<file path="src/hw/rtl/msq_pkg.sv">
`default_nettype none
package msq_pkg;

    localparam int VALUE_BITS = 16;
    // wide enough for a root plus the loop overrun past the last root
    localparam int ROOT_W     = (VALUE_BITS + 1) / 2 + 1;
    localparam int SQ_W       = 2 * ROOT_W;
    localparam int PROD_W     = 2 * VALUE_BITS + 1;
    localparam int OUT_W      = 8;
    localparam int CNT_W      = 3;

    // reciprocal of three, exact for every value below 2**VALUE_BITS
    localparam logic [VALUE_BITS:0] RECIP3 =
        (VALUE_BITS + 1)'(((64'd1 << (VALUE_BITS + 1)) + 64'd2) / 64'd3);

    localparam logic [VALUE_BITS-1:0] ISQ_BIT_TOP =
        VALUE_BITS'(1) << (2 * ((VALUE_BITS - 1) / 2));

    typedef enum logic [3:0] {
        S_IDLE,
        S_RT0,
        S_CK0,
        S_RD_RT,
        S_RD_CK,
        S_T3_DIV,
        S_T3_GO,
        S_T3_RT,
        S_T3_CK,
        S_T2_RT,
        S_T2_CK,
        S_T2_SR,
        S_T2_MC,
        S_T2_END,
        S_OUT
    } t_state;

    // value of the form 4^a(8b+7); zero is not
    function automatic logic needs_four(input logic [VALUE_BITS-1:0] v);
        logic [VALUE_BITS+2:0] x;
        logic                  found;
        logic                  res;
        x     = (VALUE_BITS + 3)'(v);
        found = 1'b0;
        res   = 1'b0;
        for (int k = 0; k < (VALUE_BITS + 1) / 2; k++) begin
            if (!found && (x[2*k +: 2] != 2'b00)) begin
                found = 1'b1;
                res   = (x[2*k +: 3] == 3'b111);
            end
        end
        return res;
    endfunction

endpackage
`default_nettype wire

</file>
<file path="src/hw/rtl/msq_isqrt.sv">
`default_nettype none
module msq_isqrt (
    input  wire logic                             i_clk,
    input  wire logic                             i_rst_n,
    input  wire logic                             i_start,
    input  wire logic [msq_pkg::VALUE_BITS-1:0]   i_op,
    output logic                                  o_done,
    output logic      [msq_pkg::ROOT_W-1:0]       o_root
);

    logic                               r_act;
    logic                               r_done;
    logic [msq_pkg::VALUE_BITS-1:0]     r_x;
    logic [msq_pkg::VALUE_BITS-1:0]     r_res;
    logic [msq_pkg::VALUE_BITS-1:0]     r_bit;
    logic [msq_pkg::ROOT_W-1:0]         r_root;
    logic [msq_pkg::VALUE_BITS:0]       trial;
    logic                               take;
    logic [msq_pkg::VALUE_BITS-1:0]     n_x;
    logic [msq_pkg::VALUE_BITS-1:0]     n_res;

    // one result bit per cycle, restoring digit method
    always_comb begin
        trial = {1'b0, r_res} + {1'b0, r_bit};
        take  = ({1'b0, r_x} >= trial);
        n_x   = take ? (r_x - trial[msq_pkg::VALUE_BITS-1:0]) : r_x;
        n_res = take ? ((r_res >> 1) + r_bit) : (r_res >> 1);
    end

    always_ff @(posedge i_clk) begin
        if (!i_rst_n) begin
            r_act  <= 1'b0;
            r_done <= 1'b0;
        end else begin
            r_done <= 1'b0;
            if (i_start) begin
                r_act <= 1'b1;
            end else if (r_act && r_bit[0]) begin
                r_act  <= 1'b0;
                r_done <= 1'b1;
            end
        end
    end

    always_ff @(posedge i_clk) begin
        if (i_start) begin
            r_x   <= i_op;
            r_res <= '0;
            r_bit <= msq_pkg::ISQ_BIT_TOP;
        end else if (r_act) begin
            r_x   <= n_x;
            r_res <= n_res;
            r_bit <= r_bit >> 2;
            if (r_bit[0]) begin
                r_root <= n_res[msq_pkg::ROOT_W-1:0];
            end
        end
    end

    assign o_done = r_done;
    assign o_root = r_root;

endmodule
`default_nettype wire

</file>
<file path="src/hw/rtl/min_sum_of_squares_decompose_core.sv">
// channel   | direction | handshake            | payload
// command   | in        | i_start, o_busy      | i_value_in
// result    | out       | o_done (one cycle)   | o_root_a..o_root_d, o_square_count
//
// a value is taken when i_start is high and o_busy is low; o_busy then stays
// high until the result beat. integer square roots are worked out one at a
// time in the shared root unit, so a perfect square reaches the result beat
// soonest and the nested three-square search takes longest. reset is
// synchronous, active low, and returns to idle. results cannot be held off
// by the receiver.
`default_nettype none
module min_sum_of_squares_decompose_core (
    input  wire logic          i_clk,
    input  wire logic          i_rst_n,
    input  wire logic          i_start,
    input  wire logic [15:0]   i_value_in,
    output logic               o_busy,
    output logic               o_done,
    output logic      [7:0]    o_root_a,
    output logic      [7:0]    o_root_b,
    output logic      [7:0]    o_root_c,
    output logic      [7:0]    o_root_d,
    output logic      [2:0]    o_square_count
);

    localparam int VB = msq_pkg::VALUE_BITS;
    localparam int RW = msq_pkg::ROOT_W;
    localparam int SW = msq_pkg::SQ_W;
    localparam int OW = msq_pkg::OUT_W;

    msq_pkg::t_state r_state, n_state;

    logic [VB-1:0]              r_n, r_d3, r_d2, r_r2;
    logic [VB-1:0]              n_n, n_d3, n_d2, n_r2;
    logic [SW-1:0]              r_sq, n_sq;
    logic [RW-1:0]              r_s, r_ri, r_i3, r_i2, r_pa, r_pb;
    logic [RW-1:0]              n_s, n_ri, n_i3, n_i2, n_pa, n_pb;
    logic                       r_hit2, r_from3, r_mode4;
    logic                       n_hit2, n_from3, n_mode4;
    logic [OW-1:0]              r_ra, r_rb, r_rc, r_rd;
    logic [OW-1:0]              n_ra, n_rb, n_rc, n_rd;
    logic [msq_pkg::CNT_W-1:0]  r_cnt, n_cnt;
    logic [msq_pkg::PROD_W-1:0] r_prod, n_prod;

    logic                       iso_start;
    logic [VB-1:0]              iso_op;
    logic                       iso_done;
    logic [RW-1:0]              iso_root;

    logic [RW-1:0]              sq_op;
    logic [SW-1:0]              sq_val;
    logic                       sq_eq_n, sq_lt_n, sq_lt_d3, sq_lt_d2, sq_eq_r2;
    logic [VB-1:0]              n_minus_sq, d3_minus_sq, d2_minus_sq;
    logic                       four_n, four_diff;

    msq_isqrt u_isqrt (
        .i_clk   (i_clk),
        .i_rst_n (i_rst_n),
        .i_start (iso_start),
        .i_op    (iso_op),
        .o_done  (iso_done),
        .o_root  (iso_root)
    );

    // compares shared by state and data logic
    always_comb begin
        sq_eq_n     = (r_sq == SW'(r_n));
        sq_lt_n     = (r_sq <  SW'(r_n));
        sq_lt_d3    = (r_sq <  SW'(r_d3));
        sq_lt_d2    = (r_sq <  SW'(r_d2));
        sq_eq_r2    = (r_sq == SW'(r_r2));
        n_minus_sq  = r_n  - r_sq[VB-1:0];
        d3_minus_sq = r_d3 - r_sq[VB-1:0];
        d2_minus_sq = r_d2 - r_sq[VB-1:0];
        four_n      = msq_pkg::needs_four(r_n);
        four_diff   = msq_pkg::needs_four(n_minus_sq);
    end

    // shared squarer: new root, or next loop index
    always_comb begin
        case (r_state)
            msq_pkg::S_RD_CK:  sq_op = r_ri + RW'(1);
            msq_pkg::S_T2_MC:  sq_op = r_i2 + RW'(1);
            msq_pkg::S_T2_END: sq_op = r_i3 + RW'(1);
            default:           sq_op = iso_root;
        endcase
        sq_val = SW'(sq_op) * SW'(sq_op);
    end

    // next state
    always_comb begin
        n_state = r_state;
        case (r_state)
            msq_pkg::S_IDLE:   if (i_start) n_state = msq_pkg::S_RT0;
            msq_pkg::S_RT0:    if (iso_done) n_state = msq_pkg::S_CK0;
            msq_pkg::S_CK0: begin
                if (sq_eq_n)     n_state = msq_pkg::S_OUT;
                else if (four_n) n_state = msq_pkg::S_RD_RT;
                else             n_state = msq_pkg::S_T2_RT;
            end
            msq_pkg::S_RD_RT:  if (iso_done) n_state = msq_pkg::S_RD_CK;
            msq_pkg::S_RD_CK: begin
                if (!sq_lt_n || !four_diff) n_state = msq_pkg::S_T3_DIV;
            end
            msq_pkg::S_T3_DIV: n_state = msq_pkg::S_T3_GO;
            msq_pkg::S_T3_GO:  n_state = msq_pkg::S_T3_RT;
            msq_pkg::S_T3_RT:  if (iso_done) n_state = msq_pkg::S_T3_CK;
            msq_pkg::S_T3_CK:  n_state = sq_lt_d3 ? msq_pkg::S_T2_RT : msq_pkg::S_OUT;
            msq_pkg::S_T2_RT:  if (iso_done) n_state = msq_pkg::S_T2_CK;
            msq_pkg::S_T2_CK:  n_state = sq_lt_d2 ? msq_pkg::S_T2_SR : msq_pkg::S_T2_END;
            msq_pkg::S_T2_SR:  if (iso_done) n_state = msq_pkg::S_T2_MC;
            msq_pkg::S_T2_MC:  n_state = msq_pkg::S_T2_CK;
            msq_pkg::S_T2_END: begin
                if (r_hit2)       n_state = msq_pkg::S_OUT;
                else if (r_from3) n_state = msq_pkg::S_T3_CK;
                else              n_state = msq_pkg::S_T3_DIV;
            end
            msq_pkg::S_OUT:    n_state = msq_pkg::S_IDLE;
            default:           n_state = msq_pkg::S_IDLE;
        endcase
    end

    // root unit launches
    always_comb begin
        iso_start = 1'b0;
        iso_op    = '0;
        case (r_state)
            msq_pkg::S_IDLE: begin
                iso_start = i_start;
                iso_op    = VB'(i_value_in);
            end
            msq_pkg::S_CK0: begin
                iso_start = !sq_eq_n;
                iso_op    = four_n ? (r_n >> 2) : (r_n >> 1);
            end
            msq_pkg::S_T3_GO: begin
                iso_start = 1'b1;
                iso_op    = r_prod[msq_pkg::PROD_W-1:VB+1];
            end
            msq_pkg::S_T3_CK: begin
                iso_start = sq_lt_d3;
                iso_op    = d3_minus_sq >> 1;
            end
            msq_pkg::S_T2_CK: begin
                iso_start = sq_lt_d2;
                iso_op    = d2_minus_sq;
            end
            default: begin
                iso_start = 1'b0;
                iso_op    = '0;
            end
        endcase
    end

    // datapath next values
    always_comb begin
        n_n = r_n;   n_d3 = r_d3; n_d2 = r_d2; n_r2 = r_r2;
        n_sq = r_sq; n_s = r_s;   n_ri = r_ri; n_i3 = r_i3; n_i2 = r_i2;
        n_pa = r_pa; n_pb = r_pb; n_hit2 = r_hit2; n_from3 = r_from3;
        n_mode4 = r_mode4; n_prod = r_prod;
        n_ra = r_ra; n_rb = r_rb; n_rc = r_rc; n_rd = r_rd; n_cnt = r_cnt;
        case (r_state)
            msq_pkg::S_IDLE: begin
                if (i_start) begin
                    n_n  = VB'(i_value_in);
                    n_ra = '0; n_rb = '0; n_rc = '0; n_rd = '0; n_cnt = '0;
                end
            end
            msq_pkg::S_RT0: begin
                if (iso_done) begin
                    n_s  = iso_root;
                    n_sq = sq_val;
                end
            end
            msq_pkg::S_CK0: begin
                if (sq_eq_n) begin
                    n_ra  = r_s[OW-1:0];
                    n_cnt = 3'd1;
                end else if (!four_n) begin
                    n_d2    = r_n;
                    n_from3 = 1'b0;
                end
            end
            msq_pkg::S_RD_RT: begin
                if (iso_done) begin
                    n_ri = iso_root;
                    n_sq = sq_val;
                end
            end
            msq_pkg::S_RD_CK: begin
                n_mode4 = 1'b1;
                if (sq_lt_n) begin
                    if (!four_diff) begin
                        n_rd = r_ri[OW-1:0];
                        n_d3 = n_minus_sq;
                    end else begin
                        n_ri = r_ri + RW'(1);
                        n_sq = sq_val;
                    end
                end else begin
                    n_rd = '0;
                    n_d3 = r_n;
                end
            end
            msq_pkg::S_T3_DIV: begin
                n_prod = msq_pkg::PROD_W'(r_d3) * msq_pkg::PROD_W'(msq_pkg::RECIP3);
            end
            msq_pkg::S_T3_RT: begin
                if (iso_done) begin
                    n_i3 = iso_root;
                    n_sq = sq_val;
                end
            end
            msq_pkg::S_T3_CK: begin
                if (sq_lt_d3) begin
                    n_d2    = d3_minus_sq;
                    n_from3 = 1'b1;
                end else begin
                    n_ra  = '0; n_rb = '0; n_rc = '0;
                    n_cnt = r_mode4 ? 3'd4 : 3'd0;
                end
            end
            msq_pkg::S_T2_RT: begin
                if (iso_done) begin
                    n_i2   = iso_root;
                    n_sq   = sq_val;
                    n_hit2 = 1'b0;
                end
            end
            msq_pkg::S_T2_CK: begin
                if (sq_lt_d2) n_r2 = d2_minus_sq;
            end
            msq_pkg::S_T2_SR: begin
                if (iso_done) begin
                    n_s  = iso_root;
                    n_sq = sq_val;
                end
            end
            msq_pkg::S_T2_MC: begin
                // later match replaces an earlier one
                if (sq_eq_r2) begin
                    n_pa   = r_i2;
                    n_pb   = r_s;
                    n_hit2 = 1'b1;
                end
                n_i2 = r_i2 + RW'(1);
                n_sq = sq_val;
            end
            msq_pkg::S_T2_END: begin
                if (r_hit2) begin
                    n_ra = r_pa[OW-1:0];
                    n_rb = r_pb[OW-1:0];
                    if (r_from3) begin
                        n_rc  = r_i3[OW-1:0];
                        n_cnt = r_mode4 ? 3'd4 : 3'd3;
                    end else begin
                        n_cnt = 3'd2;
                    end
                end else if (r_from3) begin
                    n_i3 = r_i3 + RW'(1);
                    n_sq = sq_val;
                end else begin
                    n_d3    = r_n;
                    n_mode4 = 1'b0;
                end
            end
            default: begin
                n_n = r_n;
            end
        endcase
    end

    always_ff @(posedge i_clk) begin
        if (!i_rst_n) begin
            r_state <= msq_pkg::S_IDLE;
        end else begin
            r_state <= n_state;
        end
    end

    always_ff @(posedge i_clk) begin
        r_n <= n_n;   r_d3 <= n_d3; r_d2 <= n_d2; r_r2 <= n_r2;
        r_sq <= n_sq; r_s <= n_s;   r_ri <= n_ri; r_i3 <= n_i3; r_i2 <= n_i2;
        r_pa <= n_pa; r_pb <= n_pb; r_hit2 <= n_hit2; r_from3 <= n_from3;
        r_mode4 <= n_mode4; r_prod <= n_prod;
        r_ra <= n_ra; r_rb <= n_rb; r_rc <= n_rc; r_rd <= n_rd; r_cnt <= n_cnt;
    end

    assign o_busy         = (r_state != msq_pkg::S_IDLE);
    assign o_done         = (r_state == msq_pkg::S_OUT);
    assign o_root_a       = r_ra;
    assign o_root_b       = r_rb;
    assign o_root_c       = r_rc;
    assign o_root_d       = r_rd;
    assign o_square_count = r_cnt;

endmodule
`default_nettype wire

</file>
<file path="config.mk">
export PLATFORM = sky130hd
export DESIGN_NAME = min_sum_of_squares_decompose_core
export DESIGN_NICKNAME = d
export VERILOG_FILES = /design/src/hw/rtl/msq_pkg.sv /design/src/hw/rtl/msq_isqrt.sv /design/src/hw/rtl/min_sum_of_squares_decompose_core.sv
export SDC_FILE = /design/constraint.sdc
export NUM_CORES = 1
export LEC_CHECK = 0
export CAP_MARGIN = 20
export CORE_ASPECT_RATIO = 0.5
export CORE_MARGIN = 4
export CORE_UTILIZATION = 34
export CTS_CLUSTER_DIAMETER = 40
export DETAILED_ROUTE_END_ITERATION = 8
export DONT_BUFFER_PORTS = 1
export HOLD_SLACK_MARGIN = 0.06
export PLACE_DENSITY = 0.58
export SYNTH_ARGS = -nofsm -noshare
export SYNTH_HDL_FRONTEND = slang
export SYNTH_SLANG_ARGS = --single-unit
</file>
<file path="constraint.sdc">
create_clock -name i_clk -period 9.7 [get_ports i_clk]
set_clock_uncertainty 0.2 [all_clocks]
set_input_delay 0.485 -clock i_clk [delete_from_list [all_inputs] [get_ports i_clk]]
set_output_delay 0.485 -clock i_clk [all_outputs]
set_load 0.05 [all_outputs]
</file>
=== Yosys cells after proc, flatten, opt, wreduce, memory -nomap -nowiden ===
Cells that the tools add are included.
W data, S select, Z words.

* Flip-flop bits (word level): 258
* Logic and storage cells: 289

* Add/subtract/negate cells: 9
* Multiply operators: 2
* Order comparisons: 4
* Equality and inequality tests: 51
* Multiplexer cells: 109
* Bitwise operators: 2
* Reductions and logical operators: 85

{| class="wikitable"
|+ Operators with widths
! kind !! count
|-
| $mux W16 || 11
|-
| $mux W18 || 5
|-
| $pmux W16 S5 || 1
|-
| $mux W8 || 9
|-
| $pmux W18 S4 || 1
|-
| $pmux W16 S2 || 2
|-
| $sub A16 B16 Y16 || 4
|-
| $pmux W4 S14 || 1
|-
| $lt A18 B16 Y1 || 3
|-
| $pmux W9 S2 || 3
|-
| $reduce_bool A2 Y1 || 25
|-
| $pmux W8 S3 || 2
|-
| $mux W9 || 5
|-
| $mux W4 || 11
|-
| $eq A3 B3 Y1 const B || 14
|-
| $mux W1 || 40
|-
| $eq A18 B16 Y1 || 2
|-
| $mul A16 B16 Y32 const B || 1
|-
| $pmux W8 S4 || 1
|-
| $eq A4 B4 Y1 const B || 7
|-
| $ne A2 B2 Y1 const B || 14
|-
| $add A9 B1 Y9 const B || 3
|-
| $mux W3 || 9
|-
| $pmux W9 S3 || 1
|-
| other kinds (29) || 87
|}

=== Longest topological paths before layout ===
Gate-level depths: netlist of the first run.

* Depth in word-level cells: 28
* Mapped depth: 27

=== Hierarchy ===
From an unflattened synthesis of the first run, not the netlist that was laid out.

* Cells, all modules: 2194
* Area, all modules: 21635.8 µm²

{| class="wikitable"
|+ Modules (own cells, without submodules)
! module !! times used !! cells an instance !! area an instance (µm²) !! sequential area each (µm²)
|-
| min_sum_of_squares_decompose_core || 1 || 1810 || 18049.8 || 5635.4
|-
| msq_isqrt || 1 || 384 || 3585.9 || 1271.2
|}

=== Worst setup path before layout of the first run ===
OpenSTA, ideal clock, no wires.

* Path type: register to register
* From: reg r_state[2]
* To: reg r_sq[16], data pin
* Arrival: 5.512 ns
* Path slack: 3.722 ns
* Stages on the path, launching flop included: 24
* Path buffers: 0
* Clock period less this slack: 5.978 ns
* Path through: dfxtp_1 nor2b_1 nand2_1 and2_0 nor4_1 inv_1 o21ai_0 fa_1 inv_1 fa_1 inv_1 fa_1 fa_1 inv_1 ha_1 o21ai_0 a21boi_0 o21ai_0 nand2b_1 a21o_1 nand2_1 a21oi_1 o41ai_1 xnor2_1

* Longest elaborated chain between the ends: 6
* Elaborated cells on any way between the ends: 17
* Classes of those cells: 1 x mul; 8 x eq/ne; 7 x mux; 1 x reduce/logical

{| class="wikitable"
|+ RTL lines
! element !! RTL line !! source
|-
| start, declared || min_sum_of_squares_decompose_core.sv:31 || <nowiki>msq_pkg::t_state r_state, n_state;</nowiki>
|-
| start signal, assigned || min_sum_of_squares_decompose_core.sv:275 || <nowiki>r_state <= msq_pkg::S_IDLE;</nowiki>
|-
| start signal, assigned || min_sum_of_squares_decompose_core.sv:277 || <nowiki>r_state <= n_state;</nowiki>
|-
| $eq A4 B4 Y1 / $eq A4 B3 Y1 (equally long branches) || min_sum_of_squares_decompose_core.sv:81, min_sum_of_squares_decompose_core.sv:162 ||
|-
| $pmux W9 S3 || min_sum_of_squares_decompose_core.sv:81 || <nowiki>case (r_state)</nowiki>
|-
| $mul A9 B9 Y18 || min_sum_of_squares_decompose_core.sv:87 || <nowiki>sq_val = SW'(sq_op) * SW'(sq_op);</nowiki>
|-
| $mux W18, on equally long branches || min_sum_of_squares_decompose_core.sv:259, min_sum_of_squares_decompose_core.sv:193 ||
|-
| $mux W18, on equally long branches || min_sum_of_squares_decompose_core.sv:250, min_sum_of_squares_decompose_core.sv:192 ||
|-
| $pmux W18 S4 * || min_sum_of_squares_decompose_core.sv:162 || <nowiki>case (r_state)</nowiki>
|-
| net n_sq[16] || min_sum_of_squares_decompose_core.sv:35 || <nowiki>logic [SW-1:0] r_sq, n_sq;</nowiki>
|-
| end signal, assigned || min_sum_of_squares_decompose_core.sv:283 || <nowiki>r_sq <= n_sq; r_s <= n_s; r_ri <= n_ri; r_i3 <= n_i3; r_i2 <= n_i2;</nowiki>
|-
| end, declared || min_sum_of_squares_decompose_core.sv:35 ||
|}

Mark *: on every way through the listed nets, which the timed path passes. The rest lies on a longest branch. The select of a mux whose other input is x is not followed.
A chain may end at the register's enable or synchronous reset.

=== Worst setup path after layout of the first run ===
Same ends and word-level chain as after synthesis.

==> summary.txt, run 1 <==
Ys flop type: edfxtp_1
Library cells used by synthesis: 85
Syn. warnings: 0
Ant diodes: 0
HPWL after DPL: 45.46 mm
DR WL/cell: 19.05 um
DIE WIDTH: 362.2 um
Post-synth EDFFs: 210
Worst Hold Class: in2reg
WL final: 57.58 mm
Hold Vio Cnt, Final: 0
Max_slew headroom: 33.85%
Yosys top cell area share: 29.56%
Worst Setup End Kind: flop
Final hold slack: 0.08236 ns
Core box area: 0.06158 sq mm
Post-cts gate resize count: 0
CP Cell Sequence: nor2b_1 > nand2_1 > inv_1 > nand2_1 > and4_1 > nor2_1 > inv_1 > fa_1 > inv_1 > fa_1 > inv_1 > fa_1 > fa_1 > inv_1 > ha_1 > o21ai_0 > a21boi_0 > o21ai_0 > nand2b_1 > a21o_1 > nand2_1 > a21oi_1 > o41ai_1 > xnor2_1
Worst path slowest cell: dfxtp_1
Crit-path most repeated cell: inv_1
Worst Path Max Fanout: 19
Drt pass-1 iters: 7
CTS clk-pin slew, worst paths: 0.06 ns
GRT Overall Usage: 16.99%
Achievable clock frequency: 0.1481 GHz
Layout area overhead: 12.16%
Setup TNS Final: 0 ns
Max Cap Violations: 0
Fillers: 6021
Starting DRT DRC Count: 1342
Critical path buffers and inverters: 5
Crit path kind: reg2reg
Seq/Total Area, Yosys: 32.38%
Rows: 64
Final GP Congestion: 0.8974
Slew Viols, Final: 0
First-pass GRT wire length: 89.28 mm
Die height: 185.1 um
Via density: 5.261
GR Overflow Total: 0
Tmin final: 6.754 ns
Initial core utilization: 34.64%
Largest net degree at the start of global routing: 36
# port buffers: 0
Top-count cell post-synth: inv_1
Post-synthesis async set-or-reset flop share: 0%
Top cell family by delay on the critical path: adder cells
RSZ-0062 raised after global routing: no
Number of global-route vias before repair: 15.86k
Number of buffers created by CTS: 41
Startpoint types: flop
Initial antenna violation count: 0
Layout Nets: 2593
Commonest cells in the netlist: inv_1 (302), ha_1 (291), edfxtp_1 (210), nor2_1 (150), nand2_1 (136)
CTS tree: done
Syn nets: 2564
CP arrival: 6.85 ns
Clk Tree Root Cell: clkbuf_16
Syn Area/Cell: 9.987 sq um
Io pins: 56
Crit-path max cell delay: 0.63 ns
WP data required: 9.79 ns
Cells after Synth: 2136
Via count: 15.90k
ANT nets after route: 0
Finish-stage setup viols: 0
Clk buf depth: 3
Top cells by area, synth: edfxtp_1 (30%), ha_1 (17%), fa_1 (11%)
Dominant cell type by area after synthesis: edfxtp_1
Hold buffer count at cts: 17
Layout cells sized above 1: 6.233%
Mapped Area: 0.02133 sq mm
Die area: 0.06705 sq mm
Status: finished clean
Synth Register Bits: 240
Setup Buffers After CTS: 0
Final Cycle Share: 69.63%
H-Tree Depth: 2
Worst slew pin tran: 0.9886 ns
Residual DRC: 0
Worst-skew pair later-pin latency: 0.56 ns
CTS sink cnt: 240
==> kinds of logic after synthesis <==
group           Yosys count  synth area share, %
compound gates          452                14.63
xor+xnor                136                5.584
fa+ha+maj               409                28.14
buf+inv                 356                6.393
flops                   240                32.38
mux                      26                1.255
simple gates            517                11.61
==> flip-flops by register name, summed over array words and instances (netlist names), 15 cells and up <==
| signal | cells |
|---|---|
| u_isqrt.r_res | 16 |
| r_sq | 17 |
| r_prod | 15 |
| r_r2 | 16 |
| r_n | 16 |
| r_d3 | 16 |
| r_d2 | 16 |
| u_isqrt.r_x | 16 |
==> per-stage QoR <==
| step | util (%) | cells | setup slack (ns) | instance area (sq um) |
|---|---|---|---|---|
| 6_report | 38.85 | 3023 | 2.946 | 23930 |
| 5_1_grt | 38.85 | 3023 | 2.382 | 23930 |
| 4_1_cts | 38.84 | 3022 | 2.993 | 23920 |
| 3_5_place_dp | 36.23 | 2929 | 3.019 | 22310 |
| 3_3_place_gp | 36.23 | 2929 | 3.119 | 22310 |
| 2_1_floorplan | - | 2136 | 3.722 | 21330 |
==> final cells by class <==
class / instances / area (sq um) / area share, %
clock buffer: 45 / 1062 / 4.440
tap: 825 / 1032 / 4.314
multi-input combinational: 1540 / 13080 / 54.65
inverter: 302 / 1134 / 4.738
timing repair buffer: 40 / 342.8 / 1.433
clock inverter: 31 / 372.9 / 1.558
sequential: 240 / 6907 / 28.87
==> layout by cell type (no fill, tap or decap), drive strengths merged, types with 17 or more instances in the layout <==
| cell | Yosys | layout |
|---|---|---|
| inv | 302 | 316 |
| ha | 291 | 291 |
| edfxtp | 210 | 210 |
| nor2 | 150 | 150 |
| nand2 | 136 | 136 |
| fa | 118 | 118 |
| o21ai | 107 | 107 |
| a21oi | 89 | 89 |
| xnor2 | 78 | 78 |
| a21o | 63 | 63 |
| xor2 | 58 | 58 |
| clkbuf | 38 | 45 |
| nand3 | 35 | 35 |
| nor3 | 33 | 33 |
| dfxtp | 30 | 30 |
| nand2b | 29 | 29 |
| a31oi | 24 | 24 |
| buf | 16 | 23 |
| and2 | 23 | 23 |
| o21a | 22 | 22 |
| nand4 | 21 | 21 |
| and3 | 21 | 21 |
| mux2i | 20 | 20 |
| nor2b | 18 | 18 |
| dlygate4sd3 | 0 | 17 |
==> path summary, 6_finish.rpt <==
check	start	end	cells after the start	slack, ns
worst max-delay path	r_state[2]$_SDFFE_PN0P_	r_sq[16]$_DFFE_PP_	24	2.95
worst min-delay path	i_value_in[15]	u_isqrt.r_x[15]$_DFFE_PP_	2	0.08
worst max register to register	r_state[2]$_SDFFE_PN0P_	r_sq[16]$_DFFE_PP_	24	2.95
worst min register to register	r_s[2]$_DFFE_PP_	r_pb[2]$_DFFE_PP_	0	0.25
==> layer usage <==
metal / vias to the layer above / share of wire, % / GRT usage, %
li1: 7536 / - / -
met1: 7777 / 45 / 22.95
met2: 490 / 46 / 28.14
met3: 101 / 6.6 / 3.335
met4: 0 / 2.5 / 4.388
met5: - / 0 / 0
Power of run 1 is left out: the tool's default activity adds up to more than one toggle a clock period on the data nets, which glitch-free logic cannot reach.
==> inputs of run 2 (changes only) <==
--- a/config.mk
+++ b/config.mk
@@ -5,6 +5,7 @@
 export SDC_FILE = /design/constraint.sdc
 export NUM_CORES = 1
 export LEC_CHECK = 0
+export ABC_AREA = 1
 export CAP_MARGIN = 20
 export CORE_ASPECT_RATIO = 0.5
 export CORE_MARGIN = 4
==> constraint.sdc (replaced) <==
create_clock -name i_clk -period 7 [get_ports i_clk]
set_clock_uncertainty 0.2 [all_clocks]
set_input_delay 0.35 -clock i_clk [delete_from_list [all_inputs] [get_ports i_clk]]
set_output_delay 0.35 -clock i_clk [all_outputs]
set_load 0.05 [all_outputs]
==> summary.txt, run 2 <==
Syn nets: 3102 (+21%)
Status: finished clean
Final Cycle Share: 92.30% (+23 points)
Cells after Synth: 2674 (+25%)
Setup TNS Final: 0 ns (unchanged)
Worst path slowest cell: fa_1
Top cells by area, synth: edfxtp_1 (28%), ha_1 (16%), fa_1 (10%)
Initial antenna violation count: 0 (unchanged)
WL final: 70.28 mm (+22%)
Worst Path Max Fanout: 11 (-8)
CP arrival: 6.54 ns (-0.31 ns)
Seq/Total Area, Yosys: 30.51% (-1.9 points)
Slew Viols, Final: 0 (unchanged)
DR WL/cell: 19.33 um (+1.5%)
Commonest non-fill, non-tap cell in the layout: inv_1
DP Area: 0.02375 sq mm (+6.4%)
Utilization after layout: 38.52% (-0.34 points)
Starting DRT DRC Count: 1708 (+27%)
GR Overflow Total: 0 (unchanged)
Commonest non-fill, non-tap cells in the layout: inv_1 (503), nand2_1 (453), ha_1 (291)
R2R Setup Slk: 0.54 ns (-2.41 ns)
Reg2Reg Depth: 26 (+8.3%)
Post-synth EDFFs: 210 (unchanged)
Via density: 5.096 (-3.1%)
Via count: 18.53k (+16%)
Seq. cell area: 0.006907 sq mm (unchanged)
Top reg by flops: r_sq
Commonest cells in the netlist: inv_1 (503), nand2_1 (453), ha_1 (291), edfxtp_1 (210), nor2_1 (203)
GRT Overall Usage: 19.49% (+2.5 points)
Dominant cell type by area after synthesis: edfxtp_1
Mapped Area: 0.02264 sq mm (+6.1%)
Core box area: 0.06549 sq mm (+6.3%)
Initial core utilization: 34.57% (-0.068 points)
Top cell family by delay on the critical path: adder cells
RSZ-0062 raised after global routing: no
Tmin final: 6.461 ns (-0.2934 ns)
Hold Path Cell Cnt: 5 (+3)
Die area: 0.07103 sq mm (+5.9%)
Layout area overhead: 11.41%
Rows: 66 (+3.1%)
Number of global-route vias before repair: 17.90k (+13%)
DIE WIDTH: 372.9 um (+3.0%)
Worst Hold Class: in2reg
Max reg flops: 17 (unchanged)
Max Cap Violations: 0 (unchanged)
Number of buffers created by CTS: 37 (-9.8%)
Top-count cell post-synth: inv_1
Largest net degree at the start of global routing: 39 (+8.3%)
Layout cells sized above 1: 6.432% (+0.20 points)
ANT nets after route: 0 (unchanged)
Final hold slack: 0.09083 ns (+0.008472 ns)
Worst-skew pair later-pin latency: 0.56 ns (about the same)
CTS clk-pin slew, worst paths: 0.06 ns (about the same)
Hold Vio Cnt, Final: 0 (unchanged)
Startpoint types: flop
Crit-path most repeated cell: inv_1
Io pins: 56 (unchanged)
HPWL after DPL: 57.03 mm (+25%)
Syn Area/Cell: 8.467 sq um (-15%)
WP data required: 7.08 ns (-2.71 ns)
CTS sink cnt: 240 (unchanged)
Layout Nets: 3153 (+22%)
Achievable clock frequency: 0.1548 GHz (+4.5%)
Yosys top cell area share: 27.85% (-1.7 points)
Ys flop type: edfxtp_1
Finish-stage setup viols: 0 (unchanged)
Fillers: 6583 (+9.3%)
Post-synthesis async set-or-reset flop share: 0% (unchanged)
Library cells used by synthesis: 68 (-20%)
Design area: 0.02522 sq mm (+5.4%)
Residual DRC: 0 (unchanged)
Drt pass-1 iters: 6 (-1)
Syn. warnings: 0 (unchanged)
Final GP Congestion: 0.9490 (+5.7%)
First-pass GRT wire length: 106.9 mm (+20%)
H-Tree Depth: 2 (unchanged)
Max_slew headroom: 30.56% (-3.3 points)
Critical Path Stages: 26 (+8.3%)
CTS tree: done
Worst Setup End Kind: flop
# port buffers: 0 (unchanged)
Critical path buffers and inverters: 7 (+2)
Multi-input gate area: 0.01361 sq mm (+4.1%)
Crit-path max cell delay: 0.54 ns (-0.09 ns)
Crit path kind: reg2reg
Synth Register Bits: 240 (unchanged)
Clk buf depth: 3 (unchanged)
Clk Tree Root Cell: clkbuf_16
Ant diodes: 0 (unchanged)
Die height: 190.5 um (+2.9%)
Worst slew pin tran: 1.042 ns (+0.05302 ns)
-- run 2: cell count changes after synthesis, moves of 22 or more --
cell	delta
nand4_1	+28
a21o_1	-52
nand2_1	+317
a21oi_1	+80
nand3_1	+96
xnor2_1	-43
inv_1	+201
nor2_1	+53
nand2b_1	-29
o21ai_0	+63
clkbuf_1	-22
-- run 2: area by class of cell --
cell class	instances	share of cell area, %
multi-input combinational	1883	53.97
sequential	240	27.38
timing repair buffer	44	1.508
clock inverter	26	1.181
tap	884	4.385
inverter	519	7.778
clock buffer	40	3.800
-- run 2: worst register-to-register path, stage by stage, from the launching register on --
cell	delay, ns
dfxtp_1	0.39
inv_1	0.10
nor2_1	0.17
inv_1	0.18
nor2_4	0.34
nor3_4	0.13
buf_4	0.19
a21oi_2	0.45
nor2_1	0.12
inv_1	0.10
fa_1	0.47
inv_1	0.10
fa_1	0.41
inv_1	0.08
fa_1	0.45
fa_1	0.54
inv_1	0.04
ha_1	0.34
a21o_1	0.20
a31oi_1	0.29
o21ai_0	0.22
a21oi_1	0.16
o21bai_1	0.10
nand2_1	0.08
a21boi_0	0.10
o21bai_1	0.17
nand2_1	0.07
-- run 2: timing repair --
item                       CTS  global route
setup endpoints to repair    0             1
setup buffers                0             3
resized for setup            0             1
hold endpoints to repair    26             0
hold buffers                17             0
-- run 2: final timing paths --
| check | from | end |
|---|---|---|
| worst max register to register | r_state[2]$_SDFFE_PN0P_ | r_sq[16]$_DFFE_PP_ |
| worst min-delay path | i_start | r_state[2]$_SDFFE_PN0P_ |
| worst min register to register | r_s[4]$_DFFE_PP_ | r_pb[4]$_DFFE_PP_ |
| worst max-delay path | r_state[2]$_SDFFE_PN0P_ | r_sq[16]$_DFFE_PP_ |
-- run 2: logic make-up (layout without fill, tap and decap cells) --
logic type / count (synthesis) / in the layout / share of synthesized area (%)
flops: 240 / 240 / 30.51
compound gates: 458 / 458 / 12.00
simple gates: 920 / 921 / 17.79
fa+ha+maj: 409 / 409 / 26.52
buf+inv: 552 / 629 / 9.450
xor+xnor: 95 / 95 / 3.741
-- run 2: routing by layer --
layer	part of all wire, %	wire length [um]	GRT usage, %	up-vias
met5	0	0	0	-
met4	2.9	2058	5.797	0
met3	9.3	6557	5.441	102
met2	42	29510	29.50	655
met1	46	32150	27.16	8807
li1	-	-	-	8964
-- run 2: per-stage QoR --
stage               worst slack (ns)  std cells
finish                        0.5392       3636
global route                 0.02053       3636
CTS                           0.4231       3631
detailed placement            0.5168       3548
global placement              0.7376       3548
floorplan                      1.320       2674
Power of run 2 is left out for the same reason.
